### src/sv/sps_pkg.sv
// types and constants of the servo slot seeker
package sps_pkg;

	// command codes
	localparam logic [1:0] CMD_TICK   = 2'd0;
	localparam logic [1:0] CMD_START  = 2'd1;
	localparam logic [1:0] CMD_SWITCH = 2'd2;

	// register indexes on the configuration port
	localparam logic [1:0] REG_CENTER = 2'd0;
	localparam logic [1:0] REG_FRAME  = 2'd1;
	localparam logic [1:0] REG_SPEED  = 2'd2;

	localparam int unsigned ADDR_W = 4;
	localparam int unsigned WIDTH_W = 16;
	localparam int unsigned SPEED_W = 10;
	localparam int unsigned SW_W = 5;

	// register reset values
	localparam logic [WIDTH_W-1:0] CENTER_RST = 16'd3000;
	localparam logic [WIDTH_W-1:0] FRAME_RST  = 16'd40000;
	localparam logic [SPEED_W-1:0] SPEED_RST  = 10'd40;

	typedef struct packed {
		logic [1:0]      command;
		logic [2:0]      destination;
		logic [SW_W-1:0] switches;
	} cmd_item_t;

	typedef struct packed {
		logic               pwm_out;
		logic               power_enable;
		logic               done_res;
		logic [WIDTH_W-1:0] pulse_width;
	} res_item_t;

endpackage

### src/sv/sps_if.sv
// valid/ready channels for commands and results
interface sps_cmd_if import sps_pkg::*; ();
	logic      valid;
	logic      ready;
	cmd_item_t data;

	modport source(output valid, output data, input ready);
	modport sink(input valid, input data, output ready);
endinterface

interface sps_res_if import sps_pkg::*; ();
	logic      valid;
	logic      ready;
	res_item_t data;

	modport source(output valid, output data, input ready);
	modport sink(input valid, input data, output ready);
endinterface

### src/sv/servo_pwm_slot_seeker_unit.sv
// servo slot seeker: pwm generation and limit-switch stop seeking
//
// cmd_ch carries one command per transfer: a timer tick, a start with a
// destination stop, or a switch change event with the sampled switches.
// res_ch returns exactly one result per command: pwm pin level, servo
// power, done flag and the current pulse width, all as they stand after
// that command.
// The apb port holds three registers: centre width (0x0), frame length
// (0x4) and seek speed offset (0x8); write them only while idle.
// A command transfer reaches its result through one input register, then
// the state update and the result register, which are written together.
// Throughput is one command per cycle while res_ch accepts results, set
// by the single step that reads and writes all pwm and seek state at once.
// If res_ch stalls, the result register holds, the input register fills,
// and cmd_ch.ready falls one transfer later; nothing is dropped.
// Reset clears both valid flags and the seek state, restores the register
// defaults, and leaves the block idle with power and pwm low.
module servo_pwm_slot_seeker_unit import sps_pkg::*; #(
	parameter int unsigned NUM_STOPS  = 5,
	parameter int unsigned TIMER_BITS = 16
) (
	input  logic              clk,
	input  logic              arst_n,
	sps_cmd_if.sink           cmd_ch,
	sps_res_if.source         res_ch,
	input  logic              psel,
	input  logic              penable,
	input  logic              pwrite,
	input  logic [ADDR_W-1:0] paddr,
	input  logic [31:0]       pwdata,
	output logic [31:0]       prdata,
	output logic              pready
);

	localparam int unsigned TGT_W = $clog2(NUM_STOPS);
	localparam logic [2:0] LAST_STOP = 3'(NUM_STOPS - 1);
	localparam logic [SW_W-1:0] SW_MASK =
		(NUM_STOPS >= SW_W) ? {SW_W{1'b1}} : SW_W'((1 << NUM_STOPS) - 1);
	localparam logic [31:0] TIMER_MAX = 32'((64'd1 << TIMER_BITS) - 64'd1);

	// configuration registers
	logic [WIDTH_W-1:0] center_q;
	logic [WIDTH_W-1:0] frame_q;
	logic [SPEED_W-1:0] speed_q;
	logic [1:0]         reg_idx;
	logic               cfg_wr;

	// pipeline and seek state
	logic                  valid_s1;
	cmd_item_t             item_s1;
	logic                  valid_s2;
	res_item_t             res_s2;
	logic                  advance;
	logic [TIMER_BITS-1:0] count_q;
	logic [TIMER_BITS-1:0] compare_q;
	logic                  pin_q;
	logic [WIDTH_W-1:0]    width_q;
	logic                  up_q;
	logic [TGT_W-1:0]      target_q;
	logic                  running_q;
	logic                  arrived_q;

	// next-state values
	logic [TIMER_BITS-1:0] count_d;
	logic [TIMER_BITS-1:0] compare_d;
	logic                  pin_d;
	logic [WIDTH_W-1:0]    width_d;
	logic                  up_d;
	logic [TGT_W-1:0]      target_d;
	logic                  running_d;
	logic                  arrived_d;

	logic [WIDTH_W-1:0]    seek_dn;
	logic [WIDTH_W-1:0]    seek_up;
	logic [WIDTH_W:0]      up_sum;
	logic [WIDTH_W-1:0]    width_cl;
	logic [SW_W-1:0]       sw_m;
	logic                  sw_single;
	logic [2:0]            stop_p;
	logic [2:0]            target_x;

	// saturate a frame-limited value to the timer range
	function automatic logic [TIMER_BITS-1:0] cap_timer(input logic [WIDTH_W-1:0] v);
		logic [31:0] v32;
		v32 = 32'(v);
		return (v32 > TIMER_MAX) ? TIMER_MAX[TIMER_BITS-1:0] : v32[TIMER_BITS-1:0];
	endfunction

	// apb access, always ready
	assign pready  = 1'b1;
	assign reg_idx = paddr[3:2];
	assign cfg_wr  = psel && penable && pwrite;

	always_ff @(posedge clk or negedge arst_n) begin
		if (!arst_n) begin
			center_q <= CENTER_RST;
			frame_q  <= FRAME_RST;
			speed_q  <= SPEED_RST;
		end else if (cfg_wr) begin
			case (reg_idx)
				REG_CENTER: center_q <= pwdata[WIDTH_W-1:0];
				REG_FRAME:  frame_q  <= pwdata[WIDTH_W-1:0];
				REG_SPEED:  speed_q  <= pwdata[SPEED_W-1:0];
				default: ;
			endcase
		end
	end

	always_comb begin
		case (reg_idx)
			REG_CENTER: prdata = 32'(center_q);
			REG_FRAME:  prdata = 32'(frame_q);
			REG_SPEED:  prdata = 32'(speed_q);
			default:    prdata = '0;
		endcase
	end

	// handshake: input register advances whenever the result slot frees
	assign advance      = !valid_s2 || res_ch.ready;
	assign cmd_ch.ready = !valid_s1 || advance;
	assign res_ch.valid = valid_s2;
	assign res_ch.data  = res_s2;

	always_ff @(posedge clk or negedge arst_n) begin
		if (!arst_n) begin
			valid_s1 <= 1'b0;
		end else if (cmd_ch.ready) begin
			valid_s1 <= cmd_ch.valid;
		end
	end

	always_ff @(posedge clk) begin
		if (cmd_ch.valid && cmd_ch.ready) begin
			item_s1 <= cmd_ch.data;
		end
	end

	// seek widths, saturated at both ends
	assign up_sum  = {1'b0, center_q} + (WIDTH_W + 1)'(speed_q);
	assign seek_up = up_sum[WIDTH_W] ? {WIDTH_W{1'b1}} : up_sum[WIDTH_W-1:0];
	assign seek_dn = (WIDTH_W'(speed_q) > center_q) ? '0 : center_q - WIDTH_W'(speed_q);

	// width limited to the frame, for compare values
	assign width_cl = (width_q > frame_q) ? frame_q : width_q;

	// switch decode: single switch and its stop index
	assign sw_m      = item_s1.switches & SW_MASK;
	assign sw_single = (sw_m != '0) && ((sw_m & (sw_m - SW_W'(1))) == '0);
	assign target_x  = 3'(target_q);

	always_comb begin
		stop_p = '0;
		for (int i = SW_W - 1; i >= 0; i--) begin
			if (sw_m[i]) begin
				stop_p = 3'(i);
			end
		end
	end

	// state update for the command in the input register
	always_comb begin
		count_d   = count_q;
		compare_d = compare_q;
		pin_d     = pin_q;
		width_d   = width_q;
		up_d      = up_q;
		target_d  = target_q;
		running_d = running_q;
		arrived_d = arrived_q;
		case (item_s1.command)
			CMD_START: begin
				target_d  = (item_s1.destination > LAST_STOP) ?
					TGT_W'(LAST_STOP) : TGT_W'(item_s1.destination);
				up_d      = 1'b0;
				arrived_d = 1'b0;
				running_d = 1'b1;
				pin_d     = 1'b0;
				count_d   = '0;
				compare_d = cap_timer(frame_q - ((center_q > frame_q) ? frame_q : center_q));
				width_d   = seek_dn;
			end
			CMD_TICK: begin
				if (running_q) begin
					if (count_q >= compare_q) begin
						pin_d     = !pin_q;
						count_d   = '0;
						compare_d = !pin_q ? cap_timer(width_cl) :
							cap_timer(frame_q - width_cl);
					end else begin
						count_d = count_q + TIMER_BITS'(1);
					end
				end
			end
			CMD_SWITCH: begin
				if (running_q) begin
					if (!sw_single) begin
						width_d = up_q ? seek_up : seek_dn;
					end else if (target_x < stop_p) begin
						up_d    = 1'b0;
						width_d = seek_dn;
					end else if (target_x > stop_p) begin
						up_d    = 1'b1;
						width_d = seek_up;
					end else begin
						width_d   = center_q;
						running_d = 1'b0;
						pin_d     = 1'b0;
						arrived_d = 1'b1;
					end
				end
			end
			default: ;
		endcase
	end

	// state registers and result valid
	always_ff @(posedge clk or negedge arst_n) begin
		if (!arst_n) begin
			count_q   <= '0;
			compare_q <= '0;
			pin_q     <= 1'b0;
			width_q   <= CENTER_RST;
			up_q      <= 1'b0;
			target_q  <= '0;
			running_q <= 1'b0;
			arrived_q <= 1'b0;
			valid_s2  <= 1'b0;
		end else if (advance) begin
			valid_s2 <= valid_s1;
			if (valid_s1) begin
				count_q   <= count_d;
				compare_q <= compare_d;
				pin_q     <= pin_d;
				width_q   <= width_d;
				up_q      <= up_d;
				target_q  <= target_d;
				running_q <= running_d;
				arrived_q <= arrived_d;
			end
		end
	end

	// result register
	always_ff @(posedge clk) begin
		if (advance && valid_s1) begin
			res_s2.pwm_out      <= pin_d;
			res_s2.power_enable <= running_d;
			res_s2.done_res     <= arrived_d;
			res_s2.pulse_width  <= width_d;
		end
	end

endmodule

### src/flat_wrapper.sv
// flat-port wrapper written by rule: the top's interface ports become plain ports
module servo_pwm_slot_seeker_unit_flat import sps_pkg::*;
#(
	parameter int unsigned NUM_STOPS  = 5,
	parameter int unsigned TIMER_BITS = 16
)
  (clk, arst_n, psel, penable, pwrite, paddr, pwdata, prdata, pready, cmd_ch_valid, cmd_ch_data, cmd_ch_ready, res_ch_valid, res_ch_data, res_ch_ready);
  sps_cmd_if cmd_ch_i ();
  sps_res_if res_ch_i ();
  input  logic clk;
  input  logic arst_n;
  input  logic psel;
  input  logic penable;
  input  logic pwrite;
  input  logic [ADDR_W-1:0] paddr;
  input  logic [31:0] pwdata;
  output logic [31:0] prdata;
  output logic pready;
  input wire logic [$bits(cmd_ch_i.valid)-1:0] cmd_ch_valid;
  input wire logic [$bits(cmd_ch_i.data)-1:0] cmd_ch_data;
  output wire logic [$bits(cmd_ch_i.ready)-1:0] cmd_ch_ready;
  output wire logic [$bits(res_ch_i.valid)-1:0] res_ch_valid;
  output wire logic [$bits(res_ch_i.data)-1:0] res_ch_data;
  input wire logic [$bits(res_ch_i.ready)-1:0] res_ch_ready;
  assign cmd_ch_i.valid = cmd_ch_valid;
  assign cmd_ch_i.data = cmd_ch_data;
  assign cmd_ch_ready = cmd_ch_i.ready;
  assign res_ch_valid = res_ch_i.valid;
  assign res_ch_data = res_ch_i.data;
  assign res_ch_i.ready = res_ch_ready;
  servo_pwm_slot_seeker_unit #(.NUM_STOPS(NUM_STOPS), .TIMER_BITS(TIMER_BITS)) u_core (.clk(clk), .arst_n(arst_n), .cmd_ch(cmd_ch_i), .res_ch(res_ch_i), .psel(psel), .penable(penable), .pwrite(pwrite), .paddr(paddr), .pwdata(pwdata), .prdata(prdata), .pready(pready));
endmodule
### config.mk
export PLATFORM = sky130hd
export DESIGN_NAME = servo_pwm_slot_seeker_unit_flat
export DESIGN_NICKNAME = d
export VERILOG_FILES = /design/src/sv/sps_pkg.sv /design/src/sv/sps_if.sv /design/src/sv/servo_pwm_slot_seeker_unit.sv /design/src/flat_wrapper.sv
export SDC_FILE = /design/constraint.sdc
export NUM_CORES = 1
export LEC_CHECK = 0
export ABC_AREA = 1
export BUFFER_PORTS_ARGS = -buffer_cell sky130_fd_sc_hd__buf_2
export CORE_ASPECT_RATIO = 0.75
export CORE_MARGIN = 4
export CORE_UTILIZATION = 61
export CTS_CLUSTER_SIZE = 16
export DETAILED_ROUTE_END_ITERATION = 8
export GPL_TIMING_DRIVEN = 0
export PLACE_DENSITY_LB_ADDON = 0.3
export SLEW_MARGIN = 40
export SYNTH_ARGS = -nofsm -noshare
export SYNTH_HDL_FRONTEND = slang
export SYNTH_SLANG_ARGS = --single-unit
### constraint.sdc
create_clock -name clk -period 5.6 [get_ports clk]
set_clock_uncertainty 0.15 [all_clocks]
set_input_delay 1.68 -clock clk [delete_from_list [all_inputs] [get_ports clk]]
set_output_delay 1.68 -clock clk [all_outputs]
set_load 0.01 [all_outputs]
Word-level counts from Yosys, hierarchy flattened
Index checks and enable logic that the tools add are counted.
Word-level totals
  flip-flop bits (word level): 128
  input bits: 53
  logic and storage cells: 113
  output and inout port bits: 54
Cells by class
  reduce and logical (&&, ||, !) cells: 24
  bitwise logic cells: 1
  multiplexer cells: 46
  add/sub/neg operators: 6
  equality and inequality tests: 9
  magnitude comparators: 7
Operators with widths (number)
  16-bit 2-to-1 mux: 14
  16-bit case mux with 2 select lines: 3
  16-bit case mux with 3 select lines: 1
  16-bit greater-than comparator: 2
  16-bit subtractor: 2
  1-bit 2-to-1 mux: 18
  3-bit 2-to-1 mux: 6
  16-bit by 10-bit adder with 17-bit output: 1
  16-bit by 1-bit adder with 16-bit output (second input constant): 1
  16-bit >= comparator: 1
  10-bit by 16-bit greater-than comparator with 1-bit output: 1
  16-bit by 10-bit subtractor with 16-bit output: 1
  2-bit by 1-bit != test with 1-bit output (second input constant): 4
  2-bit AND reduction: 4
  1-bit case mux with 2 select lines: 3
  6-bit AND reduction: 1
  5-bit AND: 1
  1-bit logical AND: 5
  5-bit logical NOT: 1
  5-bit AND reduction: 1
  5-bit nonzero test: 1
  5-bit by 1-bit subtractor with 5-bit output (second input constant): 1
  2-bit by 1-bit equality test with 1-bit output (second input constant): 2
  2-bit equality test (second input constant): 2
  other kinds (11): 16

Depth between registers and ports, before layout
  depth in word-level cells: 11
  gate-level depth with buffers: 33
  gate-level depth less buffers: 31

Least setup slack after synthesis
OpenSTA, ideal clock, no wires.
  path kind: in2out
  start point: in paddr[2]
  end point: out prdata[0]
  buffers on the path: 1
  arrival time: 2497 ps
  stages: 5
  setup slack: 1273 ps
  cell sequence: inv_1 -> nor2_1 -> clkbuf_1 -> inv_1 -> o221ai_1
Between the ends
  longest elaborated chain between the ends: 2
RTL lines
  start, declared: line flat_wrapper.sv:15  | input logic [ADDR_W-1:0] paddr;
  2-bit equality test (tied with other cells): line servo_pwm_slot_seeker_unit.sv:110  | case (reg_idx)
  16-bit case mux with 3 select lines *: line servo_pwm_slot_seeker_unit.sv:110
  end, declared: line flat_wrapper.sv:17  | output logic [31:0] prdata;
Every way passes the cells marked *; elsewhere a longest branch is shown, timed or not.

Worst setup path after layout
  start point: reg u_core.frame_q[1]
  end point: reg u_core.compare_q[14]
Between the ends
  longest elaborated chain between the ends: 7
RTL lines
  start, declared: line servo_pwm_slot_seeker_unit.sv:43  | logic [WIDTH_W-1:0] frame_q;
  start signal, assigned: line servo_pwm_slot_seeker_unit.sv:102  | REG_FRAME: frame_q <= pwdata[WIDTH_W-1:0];
  16-bit greater-than comparator: line servo_pwm_slot_seeker_unit.sv:144  | assign width_cl = (width_q > frame_q) ? frame_q : width_q;
  16-bit 2-to-1 mux: line servo_pwm_slot_seeker_unit.sv:144
  16-bit subtractor: line servo_pwm_slot_seeker_unit.sv:188  | cap_timer(frame_q - width_cl);
  16-bit 2-to-1 mux: line servo_pwm_slot_seeker_unit.sv:187  | compare_d = !pin_q ? cap_timer(width_cl) :
  16-bit 2-to-1 mux: line servo_pwm_slot_seeker_unit.sv:184  | if (count_q >= compare_q) begin
  16-bit 2-to-1 mux: line servo_pwm_slot_seeker_unit.sv:183  | if (running_q) begin
  16-bit case mux with 2 select lines *: line servo_pwm_slot_seeker_unit.sv:170  | case (item_s1.command)
  end signal, assigned: line servo_pwm_slot_seeker_unit.sv:232  | compare_q <= compare_d;
  end, declared: line servo_pwm_slot_seeker_unit.sv:55  | logic [TIMER_BITS-1:0] compare_q;
Every way passes the cells marked *; elsewhere a longest branch is shown, timed or not. The select of a mux whose other input is x is not followed.
A chain may end at the register's enable or synchronous reset.

==> flow_summary.ini <==
[floorplanning]
fp-row-count = 42
die_x_um = 164
dieArea_sq_mm = 0.0206
io_pins = 107
start_util = 0.629
coreArea_sq_mm = 0.0178
chipHeight_um = 125

[routing]
wl_met1_um = 16500
met3_length_um = 5610
vias = 11400
drc = 0
dr.pass1.iters = 6
routed-wl-met2_um = 14900
dr.max_layer_used = met4
drtAntennaViolNets = 0
routedWlPerCell_um = 19.8
drt-initial-drc-count = 1798
wl_um = 37900
vias_per_cell = 5.98

[timing]
tns_ps = 0
layout_setup_ws_ps = 619
slew_viol_final = 0
slew_headroom = 0.514
worstMarginPinSlew_ps = 721
fin_crit_ps = 4980
period_share = 0.889
rsz0062_at_grt = no
max_freq_mhz = 201
setup_viol = 0
hold_viol = 0

[cells_and_area]
nNetsFinal = 1815
fin_cells = 1913
antennaDiodeCount = 0
final_layout_size_suffix_gt1_frac = 0.138
area_growth_pct = 12.0

[yosys]
seq_area_frac_synth = 0.301
synth_top_flop_cell = dfrtp_1
syn_area_sq_mm = 0.0112
ys_seq_elements = 128
synth.area.top_cells = dfrtp_1 (17%), nand2_1 (11%), ha_1 (11%), inv_1 (8.2%), edfxtp_1 (7.8%)
synth_edf_count = 29
synth_area_per_cell_sq_um = 7.22
yosysUniqueCellTypes = 65
synth_top_area_frac = 0.174
syn_inst = 1552
async_flop_share = 0.773
yosys.area.top_type = dfrtp_1
ys_top_cells_by_count = nand2_1 (338), inv_1 (245), o21ai_0 (141)
yosys_warnings = 0
post-synth-top-count-cell = nand2_1

[min_path]
min_path_cells = 2
hp-class = flop to flop
hold_path_end = u_core.compare_q[15]
min_from = u_core.compare_q[15]

[global_routing]
grt_usage = 0.367
grt_max_degree = 55
antenna_found_initial = 0
grt_overflow = 0
grt_pass1_vias = 10300
grt_pass1_wl_um = 58100

[clock_network]
clkTransAtPathRegs_ps = 60
htreeDepth = 4
cts_setup_buffers = 0
clockBufferDepth = 2
cts_buffers = 17
cts_tree = built
cts.sinks = 128
cts_root_buf = clkbuf_16
insertion_delay_ps = 440

[setup_path]
regToRegSetupSlack_ps = 620
ff2ff_path_depth = 26
critPathLaunchType = flop
reg2reg_from = u_core.frame_q[1]
crit_top_cell = nand2_1
end_kind = flop
critPathKind = flop to flop
crit_fanout = 10
required_ps = 5760
rr_endpoint = u_core.compare_q[14]
cpMaxStageDelayCell = dfrtp_1
worstPathArrival_ps = 5140
slowest_delay_ps = 650

[flow_run]
drv_cap = 0

[power_and_ir_drop]
vdd_drop_max_mv = 0.291
power.leakage_nw = 6.33
powerDensity_mw_per_mm2 = 520

[placement]
dp_hpwl_um = 29800
io_buffers = 71
place_congestion = 1.01
place_ws_ps = 693
dp_cells = 1881

[outcome]
outcome = finished, final reports clean
==> cells by family after synthesis <==
family,synth area share
buffers and inverters,0.117
adder cells (fa/ha/maj),0.119
AND/OR/NAND/NOR,0.244
flip-flops,0.301
AO/OA/AOI/OAI,0.195
XOR/XNOR,0.0233
other,0.000670
==> routing by layer <==
layer,GRT usage,up-vias
li1,-,5357
met1,0.566,5258
met2,0.503,750
met3,0.114,76
met4,0.0778,0
met5,0,-
==> worst max-delay path, delay by kind of cell (launching register included) <==
kind,cells,cell delay (ps)
AND/OR/NAND/NOR,11,1090
adder cells (fa/ha/maj),2,790
buffers and inverters,3,710
AO/OA/AOI/OAI,10,1470
flip-flops,1,650
==> cells in the final DEF, fill, tap and decap left out, types with 15 or more instances in the layout <==
cell type | synthesis | routed
conb_1 | 2 | 17
dfrtp_1 | 78 | 78
nand4_1 | 19 | 19
buf_4 | 19 | 19
clkbuf_1 | 27 | 29
o22ai_1 | 26 | 26
nand2_1 | 338 | 338
a21oi_1 | 87 | 87
ha_1 | 100 | 100
xor2_1 | 26 | 26
o21ai_0 | 141 | 140
dfstp_2 | 21 | 21
o221ai_1 | 15 | 15
nand3_1 | 76 | 76
inv_1 | 245 | 245
buf_2 | 8 | 79
clkbuf_16 | 0 | 19
nor2_1 | 93 | 93
edfxtp_1 | 29 | 29
==> repair_timing <==
| action | 4_1_cts | 5_1_grt |
|---|---|---|
| hold buffers | 0 | 0 |
| setup endpoints to repair | 0 | 1 |
| gates resized for setup | 0 | 1 |
==> power breakdown <==
part	total (W)	internal, W	leakage [nW]	switching [W]
clock network	0.00115	0.000680	0.292	0.000475
logic	0.00378	0.00128	4.55	0.00250
registers	0.00160	0.00124	1.48	0.000357
==> flip-flops by register name, summed over array words and instances (netlist names) <==
name                 flops
u_core.res_ch.data      19
u_core.center_q         16
u_core.compare_q        16
u_core.count_q          16
u_core.frame_q          16
u_core.width_q          16
u_core.speed_q          10
u_core.item_s1           5
u_core.sw_m              5
u_core.target_q          3
u_core.arrived_q         1
u_core.pin_q             1
u_core.res_ch.valid      1
u_core.running_q         1
u_core.up_q              1
u_core.valid_s1          1
==> how the worst max path moves through the flow <==
stage / start / cells past startpoint / slack, ps / endpoint
floorplan: paddr[2] / 5 / 1270 / prdata[0]
global placement: u_core.frame_q[1] / 26 / 670 / u_core.compare_q[15]
detailed placement: u_core.frame_q[1] / 26 / 690 / u_core.compare_q[15]
CTS: u_core.frame_q[1] / 26 / 670 / u_core.compare_q[15]
global route: u_core.frame_q[1] / 26 / 170 / u_core.compare_q[15]
finish: u_core.frame_q[1] / 26 / 620 / u_core.compare_q[14]
==> metrics by stage <==
| step | utilization | hold WS, ps | power (W) | instance area, sq um |
|---|---|---|---|---|
| 2_1_floorplan | - | 280 | 0.00414 | 11300 |
| 3_3_place_gp | 0.669 | 299 | 0.00509 | 11900 |
| 3_5_place_dp | 0.671 | 302 | 0.00519 | 12000 |
| 4_1_cts | 0.705 | 335 | 0.00637 | 12600 |
| 5_1_grt | 0.705 | 356 | 0.00698 | 12600 |
| 6_report | 0.705 | 330 | 0.00653 | 12600 |
==> layout make-up <==
| type | instances | area [sq um] |
|---|---|---|
| fillers | 1479 | 5260 |
| plain buffers | 62 | 342 |
| clock buffers | 22 | 497 |
| multi-input cells | 1120 | 6580 |
| clock inverters | 10 | 97.6 |
| repair buffers | 72 | 393 |
| flip-flops and latches | 128 | 3370 |
| inverters | 257 | 967 |
| well taps | 242 | 303 |
(Power assumes the default switching activity.)
